--- config.mk ---
export PLATFORM = sky130hd
export DESIGN_NAME = power_button_sequencer_top
export DESIGN_NICKNAME = d
export VERILOG_FILES = /design/src/hdl/pbs_pkg.sv /design/src/hdl/power_button_sequencer_top.sv /design/src/hdl/pbs_cfg.sv /design/src/hdl/pbs_seq.sv
export SDC_FILE = /design/constraint.sdc
export NUM_CORES = 1
export LEC_CHECK = 0
export ABC_CLOCK_PERIOD_IN_PS = 4000
export BUFFER_PORTS_ARGS = -buffer_cell sky130_fd_sc_hd__buf_2
export CAP_MARGIN = 15
export CORE_MARGIN = 5
export CORE_UTILIZATION = 45
export DETAILED_ROUTE_END_ITERATION = 10
export PLACE_DENSITY_LB_ADDON = 0.2
export SYNTH_ARGS = -nofsm -noshare
export SYNTH_HDL_FRONTEND = slang
export SYNTH_SLANG_ARGS = --single-unit
--- constraint.sdc ---
create_clock -name clk_i -period 4 [get_ports clk_i]
set_input_delay 0.8 -clock clk_i [delete_from_list [all_inputs] [get_ports clk_i]]
set_output_delay 0.8 -clock clk_i [all_outputs]
set_load 0.01 [all_outputs]
--- src/hdl/pbs_pkg.sv ---
`default_nettype none
package pbs_pkg;

  // Field widths
  localparam int unsigned TempW    = 12;
  localparam int unsigned LimitW   = 11;
  localparam int unsigned TicksW   = 16;
  localparam int unsigned BrightW  = 2;
  localparam int unsigned PhaseW   = 3;
  localparam int unsigned CfgIdxW  = 2;
  localparam int unsigned CfgDataW = 16;
  localparam int unsigned InDataW  = 16;
  localparam int unsigned OutDataW = 16;

  // Configuration register indexes
  localparam logic [CfgIdxW-1:0] CfgAlwaysOff = 2'd0;
  localparam logic [CfgIdxW-1:0] CfgPressOff  = 2'd1;
  localparam logic [CfgIdxW-1:0] CfgTempLimit = 2'd2;
  localparam logic [CfgIdxW-1:0] CfgPowerOff  = 2'd3;

  // Configuration reset values
  localparam logic [TicksW-1:0] PressOffReset  = 16'd2000;
  localparam logic [LimitW-1:0] TempLimitReset = 11'd680;
  localparam logic [TicksW-1:0] PowerOffReset  = 16'd10000;

  // Brightness codes
  localparam logic [BrightW-1:0] BrightOff   = 2'd0;
  localparam logic [BrightW-1:0] BrightHalf  = 2'd1;
  localparam logic [BrightW-1:0] BrightThree = 2'd2;
  localparam logic [BrightW-1:0] BrightFull  = 2'd3;

  localparam logic [TicksW-1:0] TicksMax = {TicksW{1'b1}};

  // Phase codes seen on the output
  localparam logic [PhaseW-1:0] PhaseBooted   = 3'd0;
  localparam logic [PhaseW-1:0] PhaseDelay    = 3'd1;
  localparam logic [PhaseW-1:0] PhaseHeld     = 3'd2;
  localparam logic [PhaseW-1:0] PhaseOn       = 3'd3;
  localparam logic [PhaseW-1:0] PhaseShutdown = 3'd4;

  typedef enum logic [4:0] {
    StBooted   = 5'b00001,
    StDelay    = 5'b00010,
    StHeld     = 5'b00100,
    StOn       = 5'b01000,
    StShutdown = 5'b10000
  } phase_e;

  // Configuration registers as seen by the sequencer
  typedef struct packed {
    logic              always_off_mode;
    logic [TicksW-1:0] press_off_ticks;
    logic [LimitW-1:0] temp_limit_deci_c;
    logic [TicksW-1:0] power_off_ticks;
  } cfg_t;

  // One registered tick
  typedef struct packed {
    logic             button_pin;
    logic [TempW-1:0] fet_temp_deci_c;
    logic             system_ready;
  } tick_t;

  // One result
  typedef struct packed {
    logic               power_hold;
    logic [BrightW-1:0] brightness_level;
    logic               motor_lock_pulse;
    logic               motor_release_pulse;
    logic               bus_shutdown_pulse;
    logic [PhaseW-1:0]  phase;
  } result_t;

  function automatic logic [PhaseW-1:0] phase_code(input phase_e ph);
    logic [PhaseW-1:0] code;
    unique case (ph)
      StBooted:   code = PhaseBooted;
      StDelay:    code = PhaseDelay;
      StHeld:     code = PhaseHeld;
      StOn:       code = PhaseOn;
      StShutdown: code = PhaseShutdown;
      default:    code = PhaseBooted;
    endcase
    return code;
  endfunction

endpackage
`default_nettype wire

--- src/hdl/power_button_sequencer_top.sv ---
// Channel   | Direction | Contents
// s_axis    | in        | one 1 ms tick: button pin, FET temperature, system ready
// m_axis    | out       | one result word per tick
// cfg       | in        | register index and write data, always ready
//
// Each tick waits in the input register until the result register is free or is
// being taken, and the sequencer then writes its result register; one tick per
// cycle is sustained while the output does not stall. The single next-state step
// between input and result register sets that rate. Reset is asynchronous and
// active low and brings back the booted phase and the default configuration. A
// stalled output holds the result register; the input register still takes a
// word while it is empty.
`default_nettype none
module power_button_sequencer_top (
  input  wire                           clk_i,
  input  wire                           rst_ni,
  input  wire                           s_axis_tvalid,
  output logic                          s_axis_tready,
  // [0] button_pin, [12:1] fet_temp_deci_c, [13] system_ready, [15:14] zero
  input  wire  [pbs_pkg::InDataW-1:0]   s_axis_tdata,
  output logic                          m_axis_tvalid,
  input  wire                           m_axis_tready,
  // [0] power_hold, [2:1] brightness_level, [3] motor_lock_pulse,
  // [4] motor_release_pulse, [5] bus_shutdown_pulse, [8:6] phase, [15:9] zero
  output logic [pbs_pkg::OutDataW-1:0]  m_axis_tdata,
  input  wire                           cfg_valid_i,
  output logic                          cfg_ready_o,
  input  wire  [pbs_pkg::CfgIdxW-1:0]   cfg_index_i,
  input  wire  [pbs_pkg::CfgDataW-1:0]  cfg_data_i
);
  import pbs_pkg::*;

  cfg_t    cfg;
  tick_t   tick_q;
  logic    in_valid_q;
  logic    out_valid_q;
  logic    step;
  result_t result;

  assign cfg_ready_o = 1'b1;

  pbs_cfg u_cfg (
    .clk_i       (clk_i),
    .rst_ni      (rst_ni),
    .cfg_valid_i (cfg_valid_i),
    .cfg_index_i (cfg_index_i),
    .cfg_data_i  (cfg_data_i),
    .cfg_o       (cfg)
  );

  // The sequencer steps when a tick waits and the result slot is free.
  assign step          = in_valid_q && (!out_valid_q || m_axis_tready);
  assign s_axis_tready = !in_valid_q || step;

  // Input register.
  always_ff @(posedge clk_i or negedge rst_ni) begin
    if (!rst_ni) begin
      in_valid_q <= 1'b0;
    end else if (s_axis_tready) begin
      in_valid_q <= s_axis_tvalid;
    end
  end

  always_ff @(posedge clk_i) begin
    if (s_axis_tready && s_axis_tvalid) begin
      tick_q.button_pin      <= s_axis_tdata[0];
      tick_q.fet_temp_deci_c <= s_axis_tdata[TempW:1];
      tick_q.system_ready    <= s_axis_tdata[TempW+1];
    end
  end

  pbs_seq u_seq (
    .clk_i    (clk_i),
    .rst_ni   (rst_ni),
    .step_i   (step),
    .tick_i   (tick_q),
    .cfg_i    (cfg),
    .result_o (result)
  );

  // Output valid flag.
  always_ff @(posedge clk_i or negedge rst_ni) begin
    if (!rst_ni) begin
      out_valid_q <= 1'b0;
    end else if (step) begin
      out_valid_q <= 1'b1;
    end else if (m_axis_tready) begin
      out_valid_q <= 1'b0;
    end
  end

  assign m_axis_tvalid = out_valid_q;
  assign m_axis_tdata  = {7'd0, result.phase, result.bus_shutdown_pulse,
                          result.motor_release_pulse, result.motor_lock_pulse,
                          result.brightness_level, result.power_hold};

endmodule
`default_nettype wire

--- src/hdl/pbs_cfg.sv ---
`default_nettype none
module pbs_cfg (
  input  wire                           clk_i,
  input  wire                           rst_ni,
  input  wire                           cfg_valid_i,
  input  wire  [pbs_pkg::CfgIdxW-1:0]   cfg_index_i,
  input  wire  [pbs_pkg::CfgDataW-1:0]  cfg_data_i,
  output pbs_pkg::cfg_t                 cfg_o
);
  import pbs_pkg::*;

  cfg_t cfg_q, cfg_d;

  // Register write decode.
  always_comb begin
    cfg_d = cfg_q;
    if (cfg_valid_i) begin
      unique case (cfg_index_i)
        CfgAlwaysOff: cfg_d.always_off_mode   = cfg_data_i[0];
        CfgPressOff:  cfg_d.press_off_ticks   = cfg_data_i[TicksW-1:0];
        CfgTempLimit: cfg_d.temp_limit_deci_c = cfg_data_i[LimitW-1:0];
        CfgPowerOff:  cfg_d.power_off_ticks   = cfg_data_i[TicksW-1:0];
        default:      cfg_d = cfg_q;
      endcase
    end
  end

  always_ff @(posedge clk_i or negedge rst_ni) begin
    if (!rst_ni) begin
      cfg_q.always_off_mode   <= 1'b0;
      cfg_q.press_off_ticks   <= PressOffReset;
      cfg_q.temp_limit_deci_c <= TempLimitReset;
      cfg_q.power_off_ticks   <= PowerOffReset;
    end else begin
      cfg_q <= cfg_d;
    end
  end

  assign cfg_o = cfg_q;

endmodule
`default_nettype wire

--- src/hdl/pbs_seq.sv ---
`default_nettype none
module pbs_seq (
  input  wire                 clk_i,
  input  wire                 rst_ni,
  input  wire                 step_i,
  input  pbs_pkg::tick_t      tick_i,
  input  pbs_pkg::cfg_t       cfg_i,
  output pbs_pkg::result_t    result_o
);
  import pbs_pkg::*;

  phase_e             phase_q, phase_d;
  logic [TicksW-1:0]  press_q, press_d;
  logic [TicksW-1:0]  timer_q, timer_d;
  logic               waiting_q, waiting_d;
  logic [BrightW-1:0] bright_q, bright_d;
  logic               hold_q, hold_d;
  result_t            res_q, res_d;

  logic               pressed;
  logic [TicksW-1:0]  off_limit;
  logic [TicksW-1:0]  press_inc;
  logic [TicksW-1:0]  timer_inc;
  logic               lock, release_p, bus;

  // The button counts only below the temperature limit.
  assign pressed = tick_i.button_pin &&
                   ($signed(tick_i.fet_temp_deci_c) < $signed({1'b0, cfg_i.temp_limit_deci_c}));

  // A zero power-off time behaves as one tick.
  assign off_limit = (cfg_i.power_off_ticks == '0) ? TicksW'(1) : cfg_i.power_off_ticks;
  assign press_inc = (press_q == TicksMax) ? press_q : press_q + TicksW'(1);
  assign timer_inc = timer_q + TicksW'(1);

  // Next-state logic for one tick.
  always_comb begin
    phase_d   = phase_q;
    press_d   = press_q;
    timer_d   = timer_q;
    waiting_d = waiting_q;
    bright_d  = bright_q;
    hold_d    = hold_q;
    lock      = 1'b0;
    release_p = 1'b0;
    bus       = 1'b0;
    unique case (phase_q)
      StDelay: begin
        if (tick_i.system_ready) begin
          lock      = 1'b1;
          release_p = 1'b1;
          phase_d   = StHeld;
        end
      end
      StHeld: begin
        if (!pressed) phase_d = StOn;
      end
      StOn: begin
        if (cfg_i.always_off_mode) begin
          if (!pressed) phase_d = StShutdown;
        end else begin
          press_d  = pressed ? press_inc : '0;
          bright_d = pressed ? BrightHalf : BrightFull;
          if (press_d > cfg_i.press_off_ticks) phase_d = StShutdown;
        end
      end
      StShutdown: begin
        bright_d = BrightOff;
        if (!waiting_q) begin
          if (!pressed) begin
            bus       = 1'b1;
            lock      = 1'b1;
            hold_d    = 1'b0;
            timer_d   = '0;
            waiting_d = 1'b1;
          end
        end else begin
          timer_d = timer_inc;
          if (timer_inc >= off_limit) begin
            hold_d    = 1'b1;
            waiting_d = 1'b0;
            timer_d   = '0;
            phase_d   = StDelay;
          end
        end
      end
      default: phase_d = StDelay;
    endcase
  end

  // Result word built from the updated state.
  always_comb begin
    res_d.power_hold          = hold_d;
    res_d.brightness_level    = bright_d;
    res_d.motor_lock_pulse    = lock;
    res_d.motor_release_pulse = release_p;
    res_d.bus_shutdown_pulse  = bus;
    res_d.phase               = phase_code(phase_d);
  end

  // State updates only when a tick is processed.
  always_ff @(posedge clk_i or negedge rst_ni) begin
    if (!rst_ni) begin
      phase_q   <= StBooted;
      press_q   <= '0;
      timer_q   <= '0;
      waiting_q <= 1'b0;
      bright_q  <= BrightThree;
      hold_q    <= 1'b1;
    end else if (step_i) begin
      phase_q   <= phase_d;
      press_q   <= press_d;
      timer_q   <= timer_d;
      waiting_q <= waiting_d;
      bright_q  <= bright_d;
      hold_q    <= hold_d;
    end
  end

  // Result register, no reset needed.
  always_ff @(posedge clk_i) begin
    if (step_i) res_q <= res_d;
  end

  assign result_o = res_q;

endmodule
`default_nettype wire
**After elaboration in Yosys (flattened, before gate mapping)**

Index checks and enable logic that the tools add are counted.

- Register bits: 110
- Bits of input ports: 39
- Output and inout bits: 19
- Logic and storage cells: 87

- $add $sub $neg: 2
- $lt $le $gt $ge: 3
- Equal/unequal tests: 13
- Multiplexer cells: 30
- Bitwise logic cells: 1
- Reduce and logical (&&, ||, !) cells: 17

Operator list:

| cell | number |
|---|---|
| two-way mux 16 bit | 6 |
| two-way mux 5 bit | 7 |
| adder 16 x 1 -> 16 bit, second input constant | 2 |
| one-hot mux 5 bit (4 select lines) | 1 |
| == test 16 bit, second input constant | 1 |
| greater-or-equal comparator 16 bit | 1 |
| > comparator 16 bit | 1 |
| zero test 16 bit | 1 |
| < comparator 12 bit | 1 |
| one-hot mux 3 bit (4 select lines) | 1 |
| two-way mux 1 bit | 11 |
| == test 5 x 2 -> 1 bit, second input constant | 2 |
| == test 5 x 3 -> 1 bit, second input constant | 2 |
| == test 5 x 4 -> 1 bit, second input constant | 2 |
| == test 5 bit, second input constant | 2 |
| AND reduction 2 bit | 5 |
| AND reduction 3 bit | 2 |
| == test 2 bit, second input constant | 2 |
| two-way mux 2 bit | 2 |
| one-hot mux 2 bit (2 select lines) | 1 |
| logical AND 1 bit | 3 |
| == test 2 x 1 -> 1 bit, second input constant | 1 |
| zero test 1 bit | 2 |
| zero test 2 bit | 1 |
| 5 further kinds | 6 |

**Depth between registers and ports, before layout**

- Depth after elaboration: 9
- Gate-level depth with buffers: 17
- Mapped depth without buffers: 15

**Cells and area by module**

Synthesis repeated with hierarchy kept, for this count alone.

- Cell total of the unflattened synthesis: 599
- Area total of the unflattened synthesis: 6500.0 sq um

By module, submodules not included:

| module | times used | cells an instance | area each (sq um) | sequential area each (sq um) |
|---|---|---|---|---|
| pbs_seq | 1 | 472 | 4093.9 | 1300.0 |
| pbs_cfg | 1 | 95 | 1814.2 | 1119.8 |
| power_button_sequencer_top | 1 | 32 | 591.8 | 470.5 |

**Least setup slack after synthesis**

No wires, ideal clock.

- Kind: register to register
- Start point: register u_cfg.cfg_q, in the netlist u_cfg.cfg_o[25]
- End point: register u_seq.res_q, in the netlist u_seq.result_o[1], data pin
- Library setup time: 0.256 ns
- Data arrival time: 3.473 ns
- Data required time: 3.744 ns
- Path slack: 0.271 ns
- Cell stages (with the launch flop): 17
- Path buffers: 3
- Clock period less this slack: 3.729 ns
- Path through: dfstp_2 > inv_1 > ha_1 > nand4b_4 > or4_1 > o21ai_2 > or2_1 > buf_6 > buf_6 > buf_4 > nor2_1 > ha_1 > nand4_1 > a2111oi_0 > nor3b_1 > o21a_1 > o211a_1

RTL lines:

| what | RTL line | text |
|---|---|---|
| start: declaration | pbs_cfg.sv:12 | `cfg_t cfg_q, cfg_d;` |
| start signal: assignment | pbs_cfg.sv:35 | `cfg_q <= cfg_d;` |
| end signal: assignment | pbs_seq.sv:121 | `if (step_i) res_q <= res_d;` |
| end: declaration | pbs_seq.sv:18 | `result_t res_q, res_d;` |

==> reports/metrics.csv <==
stage;metric;value;unit
worst_setup_path;reg2reg path depth;15;
clocking;clock transition at the registers of the reported paths;80;ps
floorplanning;I/O pins;58;
power_and_ir_drop;sw frac;30.63;%
timing;Setup-failing EPs final;0;
timing;Final Worst Setup Slack;197.3;ps
synth;sequential share of the synthesized area;45.99;%
run_status;status;finished clean;
power_and_ir_drop;Int Power;2.180;mW
worst_setup_path;Setup CP Type;flip-flop to flip-flop;
timing;Max Slew Vio Count;0;
drt;Detailed Route WL;13790;um
synth;Top FF cell, synth;dfrtp_1;
placed_design;Detail Placement HPWL;10160;um
floorplanning;core area;13770;um^2
clocking;CTS H-tree lvls;3;
synth;Synth warnings;0;
placed_design;GPL Wtd Cong;0.8337;
finish;diodes inserted;0;
timing;hold_ws;485.4;ps
power_and_ir_drop;pwr dens;442.1;nW/um^2
worst_setup_path;max incr delay on CP;540;ps
power_and_ir_drop;Logic pwr share;21.4;%
grt;gr usage total;17.40;%
finish;final net count;742;
timing;final period utilization;95.07;%
clocking;Num CTS Buffers;9;
worst_setup_path;CP startpoint kind;flip-flop;
grt;pin count of the biggest net entering global routing;81;
floorplanning;Initial Util;45.63;%
drt;via count;4736;
floorplanning;Die ar.;16430;um^2
grt;initial antenna violation count;0;
floorplanning;Site Rows;43;
synth;asr flop ratio synth;79.09;%
hold_path;Hold Path End;u_seq.hold_q;
drt;Vias per Instance;5.611;
timing;Max Fclk;263.0;MHz
timing;Worst Tran Pin Value;1045;ps
worst_setup_path;Worst Path Arrival;3920;ps
clocking;CTS tree;yes;
power_and_ir_drop;Clock power frac;30.6;%
worst_setup_path;CP Max Fanout;14;
finish;Layout Utilization;51.60;%
timing;Max-slew headroom;30.34;%
power_and_ir_drop;sequential power share;48.0;%
drt;WL per Instance;16.34;um
worst_setup_path;crit path from;u_cfg.cfg_o[25];
timing;post-layout minimum cycle time;3803;ps
power_and_ir_drop;Net Sw Power;0.9622;mW
synth;EDFF count, synth;23;
clocking;Clock Root Buffer;clkbuf_16;
grt;first-pass GRT wire length;22790;um
power_and_ir_drop;peak supply drop;0.3337;mV
worst_setup_path;required time worst endpoint;4120;ps
synth;Yosys reg bits;110;
synth;Synth cell types;60;
grt;vias in the first global route;4695;
drt;DR DRC count;0;
worst_setup_path;crit path max-delay cell type;dfstp_2;
synth;Syn Area/Cell;10.34;um^2
clocking;Hold Buf Count CTS;0;
floorplanning;Die Wd;128.2;um
flow_run;max cap viols;0;
hold_path;worst hold path class;flip-flop to flip-flop;
worst_setup_path;Critical Path, Cell by Cell;inv_1 > ha_4 > nand4b_4 > or4_1 > o21ai_2 > or2_4 > buf_12 > a31oi_1 > o21a_1 > ha_1 > nand4_1 > a2111oi_4 > nor3b_2 > o21a_1 > o211a_1;
placed_design;Setup WS pre-CTS;8.623;ps
synth;cell area after synthesis;6285;um^2
drt;DRT Pass-1 Iters;6;
clocking;Max Root-Sink Buffers;2;
grt;global route overflow;0;
clocking;clock latency on the worst-skew pair;370;ps
finish;Syn-to-layout area delta;13.08;%
power_and_ir_drop;Leak;3.227;nW
timing;setup TNS;0;ps
finish;share of cells above drive strength 1;23.64;%
placed_design;port bufs;47;
worst_setup_path;Worst setup EP type;flip-flop;
power_and_ir_drop;Overall Power;3.142;mW
worst_setup_path;R2R Path Start;u_cfg.cfg_o[25];
worst_setup_path;setup slack, reg-to-reg;200;ps
drt;ANT nets after route;0;
worst_setup_path;r2r endpoint;u_seq.result_o[1];
floorplanning;Die Y;128.2;um
drt;drt initial violations;311;
hold_path;Hold Path Origin;u_seq.hold_q;
clocking;CTS Sinks;110;
worst_setup_path;most frequent cell on the critical path;o21a_1;
timing;Worst Skew;10.91;ps
timing;Fin. Hold Viols;0;
hold_path;worst hold stages;2;
synth;Post-Synthesis Cells;608;
==> layer usage <==
metal / vias up / GRT usage, % / wire length (um)
met3: 24 / 4.042 / 594
met5: - / 0 / 0
met1: 2336 / 23.87 / 6454
met4: 0 / 6.367 / 264
li1: 2277 / - / -
met2: 99 / 26.91 / 6479
==> cells in the final DEF (no fill, tap or decap), drive strengths merged, types with 4 or more instances in the layout <==
| cell type | n |
|---|---|
| a21o | 11 |
| a21oi | 37 |
| a22o | 13 |
| a31oi | 4 |
| and2 | 6 |
| and3 | 4 |
| buf | 60 |
| clkbuf | 10 |
| conb | 8 |
| dfrtp | 69 |
| dfstp | 18 |
| edfxtp | 23 |
| ha | 44 |
| inv | 52 |
| mux2 | 44 |
| nand2 | 37 |
| nand2b | 10 |
| nand3 | 24 |
| nand3b | 4 |
| nand4 | 12 |
| nor2 | 39 |
| nor2b | 6 |
| nor3 | 13 |
| nor4 | 8 |
| o211ai | 4 |
| o21ai | 24 |
| o22ai | 5 |
| or2 | 11 |
| xnor2 | 17 |
==> kinds of logic after synthesis <==
group | share of synthesized area, %
compound gates | 13.32
xor+xnor | 2.787
fa+ha+maj | 8.760
buf+inv | 5.375
flops | 45.99
mux | 7.884
other cells | 0.1195
simple gates | 15.77
==> how the worst max path moves through the flow <==
stage | endpoint | slack (ps) | cells after the start
finish | u_seq.result_o[1] | 200 | 15
floorplan | u_seq.result_o[1] | 270 | 16
detailed placement | u_seq.result_o[1] | 9 | 15
global route | u_seq.result_o[2] | -20 | 16
global placement | u_seq.result_o[1] | 80 | 15
CTS | u_seq.result_o[1] | 30 | 15
==> flip-flops by register name, summed over array words and instances, names as in the netlist <==
register,count
u_cfg.cfg_o,44
u_seq.press_q,16
u_seq.timer_q,16
tick_q,14
u_seq.result_o,9
u_seq.phase_q,5
u_seq.bright_q,2
in_valid_q,1
m_axis_tvalid,1
u_seq.hold_q,1
u_seq.waiting_q,1
==> power by group through the flow <==
| stage | Sequential, mW | Combinational [mW] | Clock [mW] |
|---|---|---|---|
| 2_1_floorplan | 1.48 | 0.493 | 0 |
| 3_3_place_gp | 1.52 | 0.630 | 0 |
| 3_5_place_dp | 1.53 | 0.661 | 0 |
| 4_1_cts | 1.51 | 0.665 | 0.990 |
| 5_1_grt | 1.53 | 0.769 | 1.03 |
| 6_report | 1.51 | 0.673 | 0.961 |
==> cell usage after synthesis, types with 5 or more instances <==
cell type | n | area (um^2)
inv_1 | 47 | 176.4
nand3_1 | 24 | 120.1
nor3_1 | 12 | 60.06
ha_1 | 44 | 550.5
o22ai_1 | 5 | 31.28
xnor2_1 | 17 | 148.9
and2_1 | 6 | 37.54
nand2_1 | 37 | 138.9
nor2_1 | 39 | 146.4
dfrtp_1 | 69 | 1727
buf_2 | 6 | 30.03
mux2_2 | 44 | 495.5
a21oi_1 | 37 | 185.2
a21o_1 | 11 | 82.58
buf_4 | 9 | 67.56
nand2b_1 | 10 | 62.56
nand4_1 | 12 | 75.07
clkbuf_1 | 10 | 37.54
a22o_1 | 13 | 113.9
or2_2 | 8 | 50.05
edfxtp_1 | 23 | 690.7
dfstp_2 | 18 | 473.0
nor2b_1 | 6 | 37.54
nor4_1 | 8 | 50.05
o21ai_1 | 8 | 40.04
o21ai_0 | 15 | 75.07
==> area by class of cell <==
| class | count | area [um^2] |
|---|---|---|
| multi-input combinational | 429 | 3118 |
| tap | 180 | 225.2 |
| fill | 1252 | 6666 |
| clock inverter | 7 | 95.09 |
| timing repair buffer | 61 | 372.9 |
| sequential | 110 | 2890 |
| clock buffer | 9 | 225.2 |
| inverter | 48 | 180.2 |
==> metrics by stage <==
stage          instance area (um^2)  cells
2_1_floorplan                  6307    614
3_3_place_gp                   6708    825
3_5_place_dp                   6708    825
4_1_cts                        7029    841
5_1_grt                        7107    844
6_report                       7107    844
==> worst max-delay path, delay by kind of cell (launching register included) <==
family                     cells  cell delay [ps]
buffers and inverters          2              200
DFF                            1              540
AOI/OAI and AO/OA              6             1170
adders and majority gates      2              570
and+or+nand+nor                5             1080
==> what timing repair did <==
item,in CTS,in global routing
resized for setup,1,5
cloned,0,1
setup buffers,0,2
pin swaps,0,4
setup endpoints to repair,1,5
(Power assumes the default switching activity.)
